--- src/rtl/tss_pkg.sv ---
// ----------------------------------------------------------------------------
// tss_pkg: shared types and constants of the thread slot scheduler
// Command kinds, result codes, slot states and the control/status structs.
// ----------------------------------------------------------------------------
package tss_pkg;

  localparam int unsigned TssMaxThreads = 16;
  localparam logic [4:0]  CntMax        = 5'd31;

  typedef enum logic [2:0] {
    KIND_INIT       = 3'd0,
    KIND_SPAWN      = 3'd1,
    KIND_YIELD      = 3'd2,
    KIND_EXIT       = 3'd3,
    KIND_JOIN       = 3'd4,
    KIND_JOIN_RETRY = 3'd5
  } tss_kind_e;

  typedef enum logic [2:0] {
    RES_OK            = 3'd0,
    RES_NONE_RUNNABLE = 3'd1,
    RES_BAD_TARGET    = 3'd2,
    RES_DEADLOCK      = 3'd3,
    RES_WAIT          = 3'd4,
    RES_FULL          = 3'd5,
    RES_ALL_DONE      = 3'd6
  } tss_res_e;

  typedef enum logic [1:0] {
    SLOT_RUN    = 2'd0,
    SLOT_EXITED = 2'd1,
    SLOT_JOINED = 2'd2
  } tss_slot_e;

  typedef struct packed {
    logic capture;
    logic init;
    logic scan_spawn;
    logic scan_yield;
    logic scan_run;
    logic scan_hit;
    logic scan_miss;
    logic exit_last;
    logic exit_mark;
    logic join_start;
    logic join_bad;
    logic join_take;
    logic join_dead;
    logic join_wait;
    logic nop;
    logic out_load;
  } tss_cmd_t;

  typedef struct packed {
    logic [2:0] kind;
    logic       exit_last;
    logic       tid_bad;
    logic [1:0] tgt_state;
    logic       dead;
    logic       scan_hit;
    logic       scan_done;
    logic       out_free;
  } tss_sts_t;

  function automatic logic [4:0] cnt_inc(input logic [4:0] v);
    return (v < CntMax) ? v + 5'd1 : v;
  endfunction

  function automatic logic [4:0] cnt_dec(input logic [4:0] v);
    return (v != 5'd0) ? v - 5'd1 : v;
  endfunction

endpackage

--- src/rtl/tss_if.sv ---
// ----------------------------------------------------------------------------
// tss_if: command and response channels of the thread slot scheduler
// Valid/ready channels; a transfer happens when valid and ready are high.
// ----------------------------------------------------------------------------
interface tss_cmd_if;
  logic               valid;
  logic               ready;
  logic [2:0]         kind;
  logic signed [4:0]  target_tid;
  logic signed [31:0] exit_value;

  modport source (output valid, kind, target_tid, exit_value, input ready);
  modport sink   (input valid, kind, target_tid, exit_value, output ready);
endinterface

interface tss_rsp_if;
  logic               valid;
  logic               ready;
  logic [2:0]         result_code;
  logic [3:0]         thread_id;
  logic signed [31:0] joined_value;

  modport source (output valid, result_code, thread_id, joined_value, input ready);
  modport sink   (input valid, result_code, thread_id, joined_value, output ready);
endinterface

--- src/rtl/tss_ctrl.sv ---
// ----------------------------------------------------------------------------
// tss_ctrl: command sequencer of the thread slot scheduler
// Decodes each command and steps the datapath through lookup, scan and reply.
// ----------------------------------------------------------------------------
module tss_ctrl (
  input  logic              clk_i,
  input  logic              rst_ni,
  input  logic              in_valid_i,
  output logic              in_ready_o,
  input  tss_pkg::tss_sts_t sts_i,
  output tss_pkg::tss_cmd_t cmd_o
);
  import tss_pkg::*;

  typedef enum logic [4:0] {
    ST_IDLE   = 5'b00001,
    ST_DECODE = 5'b00010,
    ST_JOIN   = 5'b00100,
    ST_SCAN   = 5'b01000,
    ST_RESP   = 5'b10000
  } tss_state_e;

  tss_state_e state_q, state_d;

  assign in_ready_o = (state_q == ST_IDLE);

  always_comb begin
    state_d = state_q;
    cmd_o   = '0;
    case (state_q)
      ST_IDLE: begin
        if (in_valid_i) begin
          cmd_o.capture = 1'b1;
          state_d       = ST_DECODE;
        end
      end
      ST_DECODE: begin
        case (sts_i.kind)
          KIND_INIT: begin
            cmd_o.init = 1'b1;
            state_d    = ST_RESP;
          end
          KIND_SPAWN: begin
            cmd_o.scan_spawn = 1'b1;
            state_d          = ST_SCAN;
          end
          KIND_YIELD: begin
            cmd_o.scan_yield = 1'b1;
            state_d          = ST_SCAN;
          end
          KIND_EXIT: begin
            if (sts_i.exit_last) begin
              cmd_o.exit_last = 1'b1;
              state_d         = ST_RESP;
            end else begin
              cmd_o.exit_mark  = 1'b1;
              cmd_o.scan_yield = 1'b1;
              state_d          = ST_SCAN;
            end
          end
          KIND_JOIN, KIND_JOIN_RETRY: begin
            cmd_o.join_start = 1'b1;
            state_d          = ST_JOIN;
          end
          default: begin
            cmd_o.nop = 1'b1;
            state_d   = ST_RESP;
          end
        endcase
      end
      ST_JOIN: begin
        if (sts_i.tid_bad || (sts_i.tgt_state == SLOT_JOINED)) begin
          cmd_o.join_bad = 1'b1;
          state_d        = ST_RESP;
        end else if (sts_i.tgt_state != SLOT_RUN) begin
          cmd_o.join_take = 1'b1;
          state_d         = ST_RESP;
        end else if (sts_i.dead) begin
          cmd_o.join_dead = 1'b1;
          state_d         = ST_RESP;
        end else begin
          cmd_o.join_wait  = 1'b1;
          cmd_o.scan_yield = 1'b1;
          state_d          = ST_SCAN;
        end
      end
      ST_SCAN: begin
        cmd_o.scan_run = 1'b1;
        if (sts_i.scan_hit) begin
          cmd_o.scan_hit = 1'b1;
          state_d        = ST_RESP;
        end else if (sts_i.scan_done) begin
          cmd_o.scan_miss = 1'b1;
          state_d         = ST_RESP;
        end
      end
      ST_RESP: begin
        if (sts_i.out_free) begin
          cmd_o.out_load = 1'b1;
          state_d        = ST_IDLE;
        end
      end
      default: begin
        state_d = ST_IDLE;
      end
    endcase
  end

  always_ff @(posedge clk_i or negedge rst_ni) begin
    if (!rst_ni) begin
      state_q <= ST_IDLE;
    end else begin
      state_q <= state_d;
    end
  end

`ifndef SYNTHESIS
  a_accept_decode: assert property (@(posedge clk_i) disable iff (!rst_ni)
    (in_valid_i && in_ready_o) |=> (state_q == ST_DECODE))
    else $error("accepted command not decoded");

  a_resp_hold: assert property (@(posedge clk_i) disable iff (!rst_ni)
    (state_q == ST_RESP && !sts_i.out_free) |=> (state_q == ST_RESP))
    else $error("reply dropped while output register busy");

  a_one_result: assert property (@(posedge clk_i) disable iff (!rst_ni)
    $onehot0({cmd_o.init, cmd_o.exit_last, cmd_o.join_bad, cmd_o.join_take,
              cmd_o.join_dead, cmd_o.nop, cmd_o.scan_hit, cmd_o.scan_miss}))
    else $error("more than one result source in a cycle");
`endif

endmodule

--- src/rtl/tss_dp.sv ---
// ----------------------------------------------------------------------------
// tss_dp: datapath of the thread slot scheduler
// Slot state and exit value memories, counters, round-robin scan, reply register.
// ----------------------------------------------------------------------------
module tss_dp #(
  parameter int unsigned MAX_THREADS = tss_pkg::TssMaxThreads
) (
  input  logic               clk_i,
  input  logic               rst_ni,
  input  tss_pkg::tss_cmd_t  cmd_i,
  output tss_pkg::tss_sts_t  sts_o,
  input  logic [2:0]         kind_i,
  input  logic signed [4:0]  target_tid_i,
  input  logic signed [31:0] exit_value_i,
  input  logic               out_ready_i,
  output logic               out_valid_o,
  output logic [2:0]         result_code_o,
  output logic [3:0]         thread_id_o,
  output logic signed [31:0] joined_value_o
);
  import tss_pkg::*;

  localparam int unsigned AW = $clog2(MAX_THREADS);
  localparam int unsigned LW = $clog2(MAX_THREADS + 1);
  localparam int unsigned CW = (LW > 5) ? LW : 5;

  // command payload
  logic [2:0]         kind_q;
  logic signed [4:0]  tid_q;
  logic signed [31:0] xval_q;

  // scheduler state
  logic [AW-1:0] active_q, active_d;
  logic [LW-1:0] limit_q, limit_d;
  logic [4:0]    running_q, running_d;
  logic [4:0]    joining_q, joining_d;

  logic [1:0]             st_mem  [MAX_THREADS];
  logic [31:0]            val_mem [MAX_THREADS];
  logic [MAX_THREADS-1:0] st_vld_q;

  // scan
  logic [AW-1:0] scan_idx_q, scan_idx_d;
  logic [LW-1:0] scan_left_q, scan_left_d;
  logic          scan_spawn_q, scan_spawn_d;
  logic          rd_vld_q;
  logic [AW-1:0] rd_tag_q;
  logic [1:0]    st_rd_q;
  logic          st_rd_vld_q;
  logic [31:0]   val_rd_q;

  // result
  tss_res_e      code_q, code_d;
  logic [AW-1:0] tout_q, tout_d;
  logic [31:0]   jval_q, jval_d;

  logic               out_valid_q;
  logic [2:0]         out_code_q;
  logic [3:0]         out_tid_q;
  logic signed [31:0] out_jval_q;

  logic [CW-1:0] tgt_ext;
  logic [AW-1:0] tgt_addr;
  logic [AW-1:0] rd_addr;
  logic [LW-1:0] act_inc;
  logic [LW-1:0] idx_inc;
  logic [AW-1:0] yield_start;
  logic [AW-1:0] scan_idx_nxt;
  logic [1:0]    rd_state;
  logic          scan_match;
  logic          limit_open;
  logic          st_we;
  logic [AW-1:0] st_waddr;
  logic [1:0]    st_wdata;
  logic [CW-1:0] tout_ext;

  assign tgt_ext      = CW'(tid_q[3:0]);
  assign tgt_addr     = tgt_ext[AW-1:0];
  assign rd_addr      = cmd_i.scan_run ? scan_idx_q : tgt_addr;
  assign act_inc      = LW'(active_q) + LW'(1);
  assign yield_start  = (act_inc == limit_q) ? '0 : act_inc[AW-1:0];
  assign idx_inc      = LW'(scan_idx_q) + LW'(1);
  assign scan_idx_nxt = (idx_inc == limit_q) ? '0 : idx_inc[AW-1:0];
  assign rd_state     = st_rd_vld_q ? st_rd_q : SLOT_RUN;
  assign scan_match   = rd_vld_q &&
                        (scan_spawn_q ? (rd_state == SLOT_JOINED) : (rd_state == SLOT_RUN));
  assign limit_open   = (limit_q < LW'(MAX_THREADS));

  assign sts_o.kind      = kind_q;
  assign sts_o.exit_last = (running_q <= 5'd1);
  assign sts_o.tid_bad   = tid_q[4] || (tgt_ext >= CW'(limit_q));
  assign sts_o.tgt_state = rd_state;
  assign sts_o.dead      = (kind_q == KIND_JOIN) && (joining_q == running_q);
  assign sts_o.scan_hit  = scan_match;
  assign sts_o.scan_done = !rd_vld_q && (scan_left_q == '0);
  assign sts_o.out_free  = !out_valid_q || out_ready_i;

  // slot state write port
  always_comb begin
    st_we    = 1'b0;
    st_waddr = active_q;
    st_wdata = SLOT_RUN;
    if (cmd_i.exit_mark) begin
      st_we    = 1'b1;
      st_waddr = active_q;
      st_wdata = SLOT_EXITED;
    end else if (cmd_i.join_take) begin
      st_we    = 1'b1;
      st_waddr = tgt_addr;
      st_wdata = SLOT_JOINED;
    end else if (cmd_i.scan_hit && scan_spawn_q) begin
      st_we    = 1'b1;
      st_waddr = rd_tag_q;
    end else if (cmd_i.scan_miss && scan_spawn_q && limit_open) begin
      st_we    = 1'b1;
      st_waddr = limit_q[AW-1:0];
    end
  end

  always_comb begin
    active_d     = active_q;
    limit_d      = limit_q;
    running_d    = running_q;
    joining_d    = joining_q;
    scan_idx_d   = scan_idx_q;
    scan_left_d  = scan_left_q;
    scan_spawn_d = scan_spawn_q;
    code_d       = code_q;
    tout_d       = tout_q;
    jval_d       = jval_q;

    if (cmd_i.capture) begin
      code_d = RES_OK;
      jval_d = '0;
    end
    if (cmd_i.init) begin
      active_d  = '0;
      limit_d   = LW'(1);
      running_d = 5'd1;
      joining_d = 5'd0;
      tout_d    = '0;
    end
    if (cmd_i.nop) begin
      tout_d = active_q;
    end
    if (cmd_i.scan_spawn) begin
      scan_idx_d   = '0;
      scan_left_d  = limit_q;
      scan_spawn_d = 1'b1;
    end
    if (cmd_i.scan_yield) begin
      scan_idx_d   = yield_start;
      scan_left_d  = limit_q;
      scan_spawn_d = 1'b0;
    end
    if (cmd_i.scan_run && (scan_left_q != '0)) begin
      scan_idx_d  = scan_idx_nxt;
      scan_left_d = scan_left_q - LW'(1);
    end
    if (cmd_i.exit_last) begin
      running_d = cnt_dec(running_q);
      code_d    = RES_ALL_DONE;
      tout_d    = active_q;
    end
    if (cmd_i.exit_mark) begin
      running_d = cnt_dec(running_q);
    end
    if (cmd_i.join_start && (kind_q == KIND_JOIN)) begin
      joining_d = cnt_inc(joining_q);
    end
    if (cmd_i.join_bad) begin
      code_d    = RES_BAD_TARGET;
      joining_d = cnt_dec(joining_q);
      tout_d    = active_q;
    end
    if (cmd_i.join_take) begin
      jval_d    = val_rd_q;
      joining_d = cnt_dec(joining_q);
      tout_d    = active_q;
    end
    if (cmd_i.join_dead) begin
      code_d    = RES_DEADLOCK;
      joining_d = cnt_dec(joining_q);
      tout_d    = active_q;
    end
    if (cmd_i.join_wait) begin
      code_d = RES_WAIT;
    end
    if (cmd_i.scan_hit) begin
      tout_d = rd_tag_q;
      if (scan_spawn_q) begin
        running_d = cnt_inc(running_q);
      end else begin
        active_d = rd_tag_q;
      end
    end
    if (cmd_i.scan_miss) begin
      if (scan_spawn_q) begin
        if (limit_open) begin
          tout_d    = limit_q[AW-1:0];
          limit_d   = limit_q + LW'(1);
          running_d = cnt_inc(running_q);
        end else begin
          code_d = RES_FULL;
          tout_d = '0;
        end
      end else begin
        tout_d = active_q;
        if (code_q == RES_OK) begin
          code_d = RES_NONE_RUNNABLE;
        end
      end
    end
  end

  always_ff @(posedge clk_i or negedge rst_ni) begin
    if (!rst_ni) begin
      active_q     <= '0;
      limit_q      <= LW'(1);
      running_q    <= 5'd1;
      joining_q    <= 5'd0;
      scan_left_q  <= '0;
      scan_spawn_q <= 1'b0;
      rd_vld_q     <= 1'b0;
      st_vld_q     <= '0;
      out_valid_q  <= 1'b0;
    end else begin
      active_q     <= active_d;
      limit_q      <= limit_d;
      running_q    <= running_d;
      joining_q    <= joining_d;
      scan_left_q  <= scan_left_d;
      scan_spawn_q <= scan_spawn_d;
      rd_vld_q     <= cmd_i.scan_run && (scan_left_q != '0);
      if (cmd_i.init) begin
        st_vld_q <= '0;
      end else if (st_we) begin
        st_vld_q[st_waddr] <= 1'b1;
      end
      if (cmd_i.out_load) begin
        out_valid_q <= 1'b1;
      end else if (out_ready_i) begin
        out_valid_q <= 1'b0;
      end
    end
  end

  always_ff @(posedge clk_i) begin
    if (st_we) begin
      st_mem[st_waddr] <= st_wdata;
    end
    if (cmd_i.exit_mark) begin
      val_mem[active_q] <= xval_q;
    end
    st_rd_q     <= st_mem[rd_addr];
    val_rd_q    <= val_mem[rd_addr];
    st_rd_vld_q <= st_vld_q[rd_addr];
    rd_tag_q    <= rd_addr;
  end

  assign tout_ext = CW'(tout_q);

  always_ff @(posedge clk_i) begin
    if (cmd_i.capture) begin
      kind_q <= kind_i;
      tid_q  <= target_tid_i;
      xval_q <= exit_value_i;
    end
    scan_idx_q <= scan_idx_d;
    code_q     <= code_d;
    tout_q     <= tout_d;
    jval_q     <= jval_d;
    if (cmd_i.out_load) begin
      out_code_q <= code_q;
      out_tid_q  <= tout_ext[3:0];
      out_jval_q <= jval_q;
    end
  end

  assign out_valid_o    = out_valid_q;
  assign result_code_o  = out_code_q;
  assign thread_id_o    = out_tid_q;
  assign joined_value_o = out_jval_q;

`ifndef SYNTHESIS
  a_active_in_range: assert property (@(posedge clk_i) disable iff (!rst_ni)
    LW'(active_q) < limit_q)
    else $error("active slot beyond slot limit");

  a_limit_range: assert property (@(posedge clk_i) disable iff (!rst_ni)
    (limit_q != '0) && (limit_q <= LW'(MAX_THREADS)))
    else $error("slot limit out of range");

  a_scan_in_range: assert property (@(posedge clk_i) disable iff (!rst_ni)
    rd_vld_q |-> ((LW'(rd_tag_q) < limit_q) && (scan_left_q < limit_q)))
    else $error("scan read outside the slots in use");
`endif

endmodule

--- src/rtl/thread_slot_scheduler.sv ---
// ----------------------------------------------------------------------------
// thread_slot_scheduler: round-robin thread slot table with spawn/yield/exit/join
// Init, unused kinds, last exit: decode, then reply. Join without wait: decode,
// join check, reply. Spawn, yield, exit: decode, scan of the slots in use, reply;
// join wait: decode, join check, scan, reply; one slot state read per scan cycle.
// One command at a time, accepted after the reply is loaded; hold while it waits.
// Async active-low reset equals an init command.
// ----------------------------------------------------------------------------
module thread_slot_scheduler #(
  parameter int unsigned MAX_THREADS = tss_pkg::TssMaxThreads
) (
  input  logic       clk_i,
  input  logic       rst_ni,
  tss_cmd_if.sink    cmd_i,
  tss_rsp_if.source  rsp_o
);
  import tss_pkg::*;

  tss_cmd_t cmd;
  tss_sts_t sts;

  tss_ctrl u_ctrl (
    .clk_i      (clk_i),
    .rst_ni     (rst_ni),
    .in_valid_i (cmd_i.valid),
    .in_ready_o (cmd_i.ready),
    .sts_i      (sts),
    .cmd_o      (cmd)
  );

  tss_dp #(
    .MAX_THREADS (MAX_THREADS)
  ) u_dp (
    .clk_i          (clk_i),
    .rst_ni         (rst_ni),
    .cmd_i          (cmd),
    .sts_o          (sts),
    .kind_i         (cmd_i.kind),
    .target_tid_i   (cmd_i.target_tid),
    .exit_value_i   (cmd_i.exit_value),
    .out_ready_i    (rsp_o.ready),
    .out_valid_o    (rsp_o.valid),
    .result_code_o  (rsp_o.result_code),
    .thread_id_o    (rsp_o.thread_id),
    .joined_value_o (rsp_o.joined_value)
  );

endmodule

--- src/flat_wrapper.sv ---
// flat-port wrapper written by rule: the top's interface ports become plain ports
module thread_slot_scheduler_flat import tss_pkg::*;
#(
  parameter int unsigned MAX_THREADS = tss_pkg::TssMaxThreads
)
  (clk_i, rst_ni, cmd_i_valid, cmd_i_kind, cmd_i_target_tid, cmd_i_exit_value, cmd_i_ready, rsp_o_valid, rsp_o_result_code, rsp_o_thread_id, rsp_o_joined_value, rsp_o_ready);
  tss_cmd_if cmd_i_i ();
  tss_rsp_if rsp_o_i ();
  input  logic clk_i;
  input  logic rst_ni;
  input wire logic [$bits(cmd_i_i.valid)-1:0] cmd_i_valid;
  input wire logic [$bits(cmd_i_i.kind)-1:0] cmd_i_kind;
  input wire logic [$bits(cmd_i_i.target_tid)-1:0] cmd_i_target_tid;
  input wire logic [$bits(cmd_i_i.exit_value)-1:0] cmd_i_exit_value;
  output wire logic [$bits(cmd_i_i.ready)-1:0] cmd_i_ready;
  output wire logic [$bits(rsp_o_i.valid)-1:0] rsp_o_valid;
  output wire logic [$bits(rsp_o_i.result_code)-1:0] rsp_o_result_code;
  output wire logic [$bits(rsp_o_i.thread_id)-1:0] rsp_o_thread_id;
  output wire logic [$bits(rsp_o_i.joined_value)-1:0] rsp_o_joined_value;
  input wire logic [$bits(rsp_o_i.ready)-1:0] rsp_o_ready;
  assign cmd_i_i.valid = cmd_i_valid;
  assign cmd_i_i.kind = cmd_i_kind;
  assign cmd_i_i.target_tid = cmd_i_target_tid;
  assign cmd_i_i.exit_value = cmd_i_exit_value;
  assign cmd_i_ready = cmd_i_i.ready;
  assign rsp_o_valid = rsp_o_i.valid;
  assign rsp_o_result_code = rsp_o_i.result_code;
  assign rsp_o_thread_id = rsp_o_i.thread_id;
  assign rsp_o_joined_value = rsp_o_i.joined_value;
  assign rsp_o_i.ready = rsp_o_ready;
  thread_slot_scheduler #(.MAX_THREADS(MAX_THREADS)) u_core (.clk_i(clk_i), .rst_ni(rst_ni), .cmd_i(cmd_i_i), .rsp_o(rsp_o_i));
endmodule
--- config.mk ---
export PLATFORM = sky130hd
export DESIGN_NAME = thread_slot_scheduler_flat
export DESIGN_NICKNAME = d
export VERILOG_FILES = /design/src/rtl/tss_pkg.sv /design/src/rtl/tss_if.sv /design/src/rtl/tss_ctrl.sv /design/src/rtl/tss_dp.sv /design/src/rtl/thread_slot_scheduler.sv /design/src/flat_wrapper.sv
export SDC_FILE = /design/constraint.sdc
export NUM_CORES = 1
export LEC_CHECK = 0
export BUFFER_PORTS_ARGS = -buffer_cell sky130_fd_sc_hd__buf_2
export CORE_MARGIN = 2
export CORE_UTILIZATION = 60
export DETAILED_ROUTE_END_ITERATION = 8
export GPL_TIMING_DRIVEN = 1
export HOLD_SLACK_MARGIN = 0.03
export PLACE_DENSITY = 0.74
export SYNTH_ARGS = -nofsm -noshare
export SYNTH_HDL_FRONTEND = slang
export SYNTH_HIERARCHICAL = 1
export SYNTH_SLANG_ARGS = --single-unit
--- constraint.sdc ---
create_clock -name clk_i -period 6 [get_ports clk_i]
set_input_delay 1.2 -clock clk_i [delete_from_list [all_inputs] [get_ports clk_i]]
set_output_delay 1.2 -clock clk_i [all_outputs]
set_load 0.1 [all_outputs]
==> key figures, run 1 <==
Global route
  – Largest net degree at the start of global routing: roughly 210
  – GRT Resource Usage Total: approximately a quarter
  – Initial antenna violation count: 0
  – Vias in the first global route: 18000
  – Grt total ovfl: 0
  – First-pass GRT wire length: just over 100000 um

Clock tree
  – CTS H-tree depth: 3
  – CTS Hold Bufs: 0
  – TritonCTS clock tree: built
  – CTS-repair resized insts: 0
  – CTS root buffer: clkbuf_16
  – Clock slew seen by the registers of the worst setup and hold paths: around 0.060 ns
  – CTS Buf Count: 75
  – Clk buf depth: 3
  – Post-CTS setup buffers: 0
  – Clk Latency, worst-skew pair: 0.61 ns
  – Clk sinks: 753

Hold path
  – Hold path cells: 0
  – HP Class: reg2reg
  – Worst Hold Launch: u_core/u_dp/jval_q[15]$_SDFFCE_PN0P_
  – Hold Crit Endpoint: u_core/u_dp/joined_value_o[15]$_DFFE_PP_

STA
  – Fin crit share: 69.8%
  – Worst Max-Slew Pin Slew: between 1 and 1.5 ns
  – Worst hold slack: roughly 0.41 ns
  – RSZ-0062 raised after global routing: no
  – Setup_tns: 0 ns
  – Highest clock rate: 239 MHz
  – Max Slew Vio Count: 0
  – Final hold vios: 0
  – Rel. slew slack: around 23%
  – Minimum clock period: roughly 4.2 ns
  – Worst clock skew: about 0.022 ns
  – Final worst slack: around 1.8 ns
  – Final number of setup-violating endpoints: 0

Floorplan
  – Die ar.: between 50000 and 60000 sq um
  – Initial Utilization: slightly above 60%
  – Rows: 81
  – Boundary Pins: between 80 and 90
  – Die Span Y: roughly 230 um
  – Core Region: 49200 sq um
  – Die X: 227 um

Run status
  – Status: complete, no violations

Yosys
  – Ys async rst share: 6.37%
  – List of most frequent post-synthesis cells: edfxtp_1, nand2_1, nand3_1, mux2i_1, clkbuf_1
  – Most frequent cell after synthesis: edfxtp_1
  – Ranking of synthesized cells by area: edfxtp_1, nand2_1, dfrtp_1
  – Syn_nets: ~2300
  – Ys flop type: edfxtp_1
  – Post-synth EDFFs: 663
  – Post-Syn Instances: around 2200
  – Synthesized area: 29900 sq um
  – Post-synth top area cell: edfxtp_1
  – Seq/Total Area, Yosys: approximately 73%
  – #FFs+latches synth: between 700 and 800
  – Cell variety after synth: ~70
  – Share of Yosys cell area claimed by the top area cell type: 66.5%
  – Synth warnings: 6
  – Syn Area/Cell: approximately 14 sq um

Critical path
  – Element type at the critical path end: flop
  – R2R setup slack: ~1.8 ns
  – Reg2Reg Depth: 8
  – Crit Path Category: reg2reg
  – Crit path max fanout: 16
  – Arr. time, crit path: 4.49 ns
  – R2r endpoint: u_core/u_dp/st_mem[0][1]$_DFFE_PP_
  – Reg-to-reg startpoint: u_core/u_ctrl/state_q[1]$_DFFE_PN0P_
  – Setup crit start kind: flop
  – WP data required: around 6.3 ns

Finish
  – Finished Core Util: slightly below 70%
  – Syn-to-layout area delta: 12.2%
  – Number of diodes: 0
  – Non-Filler Instances: between 3000 and 4000
  – Register area: about 22000 sq um
  – Final instance area: 33600 sq um
  – Layout cells sized above 1: around an eighth
  – Multi-input logic area: around 7400 sq um
  – # nets final: around 2400
  – Layout filler cell count: between 3000 and 4000

Placement
  – GP Congestion: around 0.89
  – Placement Setup Slack: between 1.5 and 2 ns
  – Placed instance count: roughly 2900
  – Detail Placement HPWL: 36000 um
  – Placement Cell Area: slightly above 30000 sq um
  – Port bufs: 84

Pwr
  – Final Power: about 13 mW
  – Cell Pwr Density: between 300 and 400 nW/um^2
  – Worst VDD drop: 273 uV
  – Leakage power: approximately 12 nW

Drt
  – Vias: roughly 18000
  – Routed Antenna Nets: 0
  – Routed WL: about 67000 um
  – WL/cell: 22.3 um
  – Drt first pass iters: 5
  – Via density per instance: ~6.0
  – DRC: 0
  – 1st-iter DRT viols: approximately 2200

Run
  – Max cap viols: 0
registers in the layout, summed over array words and instances, names as in the netlist, 16 cells and up:
register and count:
u_core/u_dp/st_vld_q 16, u_core/u_dp/jval_q 32, u_core/u_dp/val_rd_q 32, u_core/u_dp/val_mem 512, u_core/u_dp/xval_q 32, u_core/u_dp/joined_value_o 32, u_core/u_dp/st_mem 32
cell families (layout without fill, tap and decap cells):
| group | after synthesis | in the layout | share of synthesized area (%) |
|---|---|---|---|
| and+or+nand+nor | 936 | 936 | 13.9 |
| DFF | 753 | 753 | 73.3 |
| AOI/OAI and AO/OA | 206 | 206 | 5.19 |
| buffers and inverters | 170 | 309 | 2.42 |
| muxes | 110 | 110 | 3.71 |
| xor gates and xnor gates | 26 | 26 | 0.760 |
| adders and majority gates | 17 | 17 | 0.710 |
cell type report:
type,count,share of cell area [%]
Clock inverter,40,1.14
Tap cell,664,2.47
Sequential cell,753,65.3
Clock buffer,98,6.12
Multi-Input combinational cell,1295,22.1
Inverter,45,0.529
Timing Repair Buffer,126,2.30
worst max-delay path, stage by stage, from the launching register on:
cell and delay (ns):
dfrtp_1 0.43, or3b_1 0.45, nor3_2 0.88, and3b_1 0.60, nor2b_1 0.39, o21ai_0 0.16, a32oi_1 0.36, nand2_1 0.33
nor2_1 0.26
where the power goes:
part / internal (mW) / leakage [nW] / switching (mW) / total [mW]
Combinational: 0.631 / 4.03 / 1.33 / 1.96
Clock: 2.69 / 1.19 / 1.93 / 4.62
Sequential: 6.25 / 6.95 / 0.388 / 6.64
Total: 9.58 / 12.2 / 3.65 / 13.2
layer usage:
layer,routed length (um),GRT usage (%)
met1,27400,36.4
met2,32600,43.9
met3,5550,4.39
met4,1970,10.0
met5,0,0
cells in the final DEF (no fill, tap or decap), types with 5 or more instances in the layout:
cell type and count:
edfxtp_1 663, nand2_1 529, nand3_1 216, mux2i_1 107, buf_2 84, clkbuf_16 79, nor2_1 45, dfrtp_1 45
inv_1 43, dfxtp_1 42, and2_1 40, a32oi_1 39, buf_4 39, o221ai_1 36, o21ai_0 29, a21oi_1 28
nor3_1 19, clkbuf_1 18, ha_1 17, clkinv_2 16, xnor2_1 16, nor2_4 15, nand2b_1 15, clkinv_1 12
o22ai_1 11, xor2_1 10, o211ai_1 8, o22ai_2 8, nor3b_1 7, nand3b_1 7, bufinv_16 6, nor3_2 6
a21o_1 5, a211oi_1 5
worst max path at each step:
stage / start / cells past startpoint / slack [ns] / to
after global placement: u_core/u_ctrl/state_q[1]$_DFFE_PN0P_ / 8 / 2.02 / u_core/u_dp/st_mem[0][0]$_DFFE_PP_
after global routing: u_core/u_ctrl/state_q[3]$_DFFE_PN0P_ / 8 / 1.57 / u_core/u_dp/st_mem[0][1]$_DFFE_PP_
after floorplan: u_core/u_ctrl/state_q[2]$_DFFE_PN0P_ / 7 / 1.07 / u_core/u_dp/val_mem[0][0]$_DFFE_PP_
after detailed placement: u_core/u_ctrl/state_q[1]$_DFFE_PN0P_ / 8 / 1.85 / u_core/u_dp/st_mem[0][0]$_DFFE_PP_
after CTS: u_core/u_ctrl/state_q[3]$_DFFE_PN0P_ / 8 / 1.82 / u_core/u_dp/st_mem[0][0]$_DFFE_PP_
final: u_core/u_ctrl/state_q[1]$_DFFE_PN0P_ / 8 / 1.81 / u_core/u_dp/st_mem[0][1]$_DFFE_PP_
(Power assumes the default switching activity.)
==> inputs of run 2 (changes only) <==
==> constraint.sdc (replaced) <==
create_clock -name clk_i -period 4.3 [get_ports clk_i]
set_input_delay 0.86 -clock clk_i [delete_from_list [all_inputs] [get_ports clk_i]]
set_output_delay 0.86 -clock clk_i [all_outputs]
set_load 0.1 [all_outputs]
==> key figures, run 2 (same netlist as run 1, synthesis figures left out) <==
Run status
  – Status: complete, no violations

Critical path
  – Crit path max fanout: 16 (unchanged)
  – Crit Path Category: reg2reg
  – Cell Chain, Critical Path: inv_1 -> ha_1 -> or4b_1 -> nor2_1 -> and3b_1 -> nor2b_1 -> o21ai_0 -> a32oi_1 -> nand2_1 -> nor2_1
  – WP data required: 4.59 ns (-1.71 ns)
  – Element type at the critical path end: flop
  – Crit path max-delay cell type: and3b_1
  – Reg-to-reg startpoint: u_core/u_dp/scan_left_q[0]$_DFFE_PN0P_
  – Arr. time, crit path: 3.97 ns (-0.52 ns)
  – R2R setup slack: 0.62 ns (-1.19 ns)
  – R2r endpoint: u_core/u_dp/st_mem[3][0]$_DFFE_PP_
  – Setup crit start kind: flop
  – Crit-path max cell delay: 0.52 ns (-0.36 ns)
  – Crit-path most repeated cell: nor2_1
  – Reg2Reg Depth: 10 (+2)

Hold path
  – HP Class: in2async

Floorplan
  – Rows: 81 (unchanged)
  – Die Span Y: 227 um (unchanged)
  – Core Region: 49200 sq um (unchanged)
  – Die X: 227 um (unchanged)
  – Initial Utilization: 60.9% (unchanged)
  – Boundary Pins: 85 (unchanged)
  – Die ar.: 51700 sq um (unchanged)

STA
  – Highest clock rate: 272 MHz (+14%)
  – Worst clock skew: 0.0279 ns (+0.00562 ns)
  – Max Slew Vio Count: 0 (unchanged)
  – Minimum clock period: 3.68 ns (-0.507 ns)
  – Final number of setup-violating endpoints: 0 (unchanged)
  – Setup_tns: 0 ns (unchanged)
  – Rel. slew slack: 27.9% (+5.4 points)
  – Final hold vios: 0 (unchanged)
  – Fin crit share: 85.6% (+16 points)
  – Worst Max-Slew Pin Slew: 1.08 ns (-0.0747 ns)
  – RSZ-0062 raised after global routing: no

Finish
  – Layout filler cell count: 3206 (-3.5%)
  – # nets final: 2362 (+0.21%)
  – Most common cell after layout, fill and taps aside: edfxtp_1
  – Multi-input logic area: 7460 sq um (+0.34%)
  – Number of diodes: 0 (unchanged)
  – Layout cells sized above 1: 12.5% (+0.31 points)
  – Most flop-heavy register: u_core/u_dp/val_mem
  – Most frequent cells in the layout: edfxtp_1, nand2_1, nand3_1
  – Syn-to-layout area delta: 13.0%
  – Register area: 22000 sq um (unchanged)
  – Finished Core Util: 68.9% (+0.49 points)
  – Max reg flops: 512 (unchanged)

Drt
  – Drt first pass iters: 5 (unchanged)
  – WL/cell: 22.8 um (+2.0%)
  – DRC: 0 (unchanged)
  – Routed Antenna Nets: 0 (unchanged)
  – Via density per instance: 6.08 (+0.61%)
  – 1st-iter DRT viols: 2126 (-1.8%)
  – Vias: 18400 (+0.81%)
  – Routed WL: 68900 um (+2.2%)

Pwr
  – Cell Pwr Density: 547 nW/um^2 (+39%)
  – Leakage power: 12.2 nW (+0.52%)
  – Worst VDD drop: 410 uV (+50%)

Placement
  – Port bufs: 84 (unchanged)
  – GP Congestion: 0.848 (-4.2%)
  – Detail Placement HPWL: 37200 um (+3.3%)

Clock tree
  – Clock slew seen by the registers of the worst setup and hold paths: 0.06 ns (about the same)
  – Post-CTS setup buffers: 0 (unchanged)
  – CTS H-tree depth: 3 (unchanged)
  – CTS Buf Count: 75 (unchanged)
  – Clk sinks: 753 (unchanged)
  – Clk buf depth: 3 (unchanged)
  – CTS Hold Bufs: 0 (unchanged)
  – Clk Latency, worst-skew pair: 0.62 ns (about the same)
  – CTS root buffer: clkbuf_16
  – CTS-repair resized insts: 0 (unchanged)
  – TritonCTS clock tree: built

Global route
  – First-pass GRT wire length: 104000 um (+0.84%)
  – Largest net degree at the start of global routing: 211 (unchanged)
  – Grt total ovfl: 0 (unchanged)
  – Vias in the first global route: 18000 (-0.47%)
  – GRT Resource Usage Total: 27.1% (+0.31 points)
  – Initial antenna violation count: 1 (+1)

Run
  – Max cap viols: 0 (unchanged)
==> run 2: worst max-delay path: cells and delay by family (launching register included) <==
family	cells	cell delay [ns]
AND/OR/NAND/NOR	6	2.19
flip-flops	1	0.40
buffers and inverters	1	0.07
adder cells (fa/ha/maj)	1	0.19
AO/OA/AOI/OAI	2	0.52
==> run 2: per-stage QoR <==
stage	instances	instance area (sq um)	hold WS [ns]	worst slack [ns]	total power, mW
floorplan	2218	30000	0.400	0.228	11.2
global placement	2888	31400	0.401	0.739	12.1
detailed placement	2888	31400	0.405	0.631	12.2
CTS	3027	33900	0.160	0.646	18.6
global route	3027	33900	0.192	0.373	19.2
finish	3027	33900	0.174	0.620	18.5
==> run 2: power by group <==
| part | leakage (nW) | total [mW] | internal, mW | switching [mW] |
|---|---|---|---|---|
| Clock | 1.21 | 6.45 | 3.73 | 2.72 |
| Combinational | 4.08 | 2.81 | 0.933 | 1.88 |
| Sequential | 6.95 | 9.26 | 8.72 | 0.539 |
| Total | 12.2 | 18.5 | 13.4 | 5.14 |
==> run 2: area by class of cell <==
type | count | area share (%)
clock buffer | 101 | 6.29
timing repair buffer | 131 | 2.88
clock inverter | 38 | 0.972
sequential | 753 | 64.9
multi-input combinational | 1295 | 22.0
tap | 664 | 2.45
inverter | 45 | 0.525
==> run 2: worst max path at each step <==
| stage | end | depth (start not counted) | slack, ns | startpoint |
|---|---|---|---|---|
| floorplan | u_core/u_dp/val_mem[4][0]$_DFFE_PP_ | 7 | 0.23 | u_core/u_ctrl/state_q[2]$_DFFE_PN0P_ |
| global placement | u_core/u_dp/jval_q[29]$_SDFFCE_PN0P_ | 11 | 0.74 | u_core/u_dp/limit_q[0]$_DFF_PN1_ |
| detailed placement | u_core/u_dp/jval_q[24]$_SDFFCE_PN0P_ | 11 | 0.63 | u_core/u_dp/limit_q[0]$_DFF_PN1_ |
| CTS | u_core/u_dp/jval_q[31]$_SDFFCE_PN0P_ | 11 | 0.65 | u_core/u_dp/limit_q[0]$_DFF_PN1_ |
| global route | u_core/u_dp/st_mem[2][1]$_DFFE_PP_ | 10 | 0.37 | u_core/u_dp/scan_left_q[0]$_DFFE_PN0P_ |
| finish | u_core/u_dp/st_mem[3][0]$_DFFE_PP_ | 10 | 0.62 | u_core/u_dp/scan_left_q[0]$_DFFE_PN0P_ |
==> run 2: layer usage <==
| metal | vias to the layer above | track usage (%) | share of wire (%) |
|---|---|---|---|
| li1 | 8293 | - | - |
| met3 | 147 | 4.36 | 7.9 |
| met4 | 0 | 9.53 | 2.7 |
| met2 | 838 | 44.1 | 49 |
| met1 | 9138 | 37.4 | 41 |
| met5 | - | 0 | 0 |
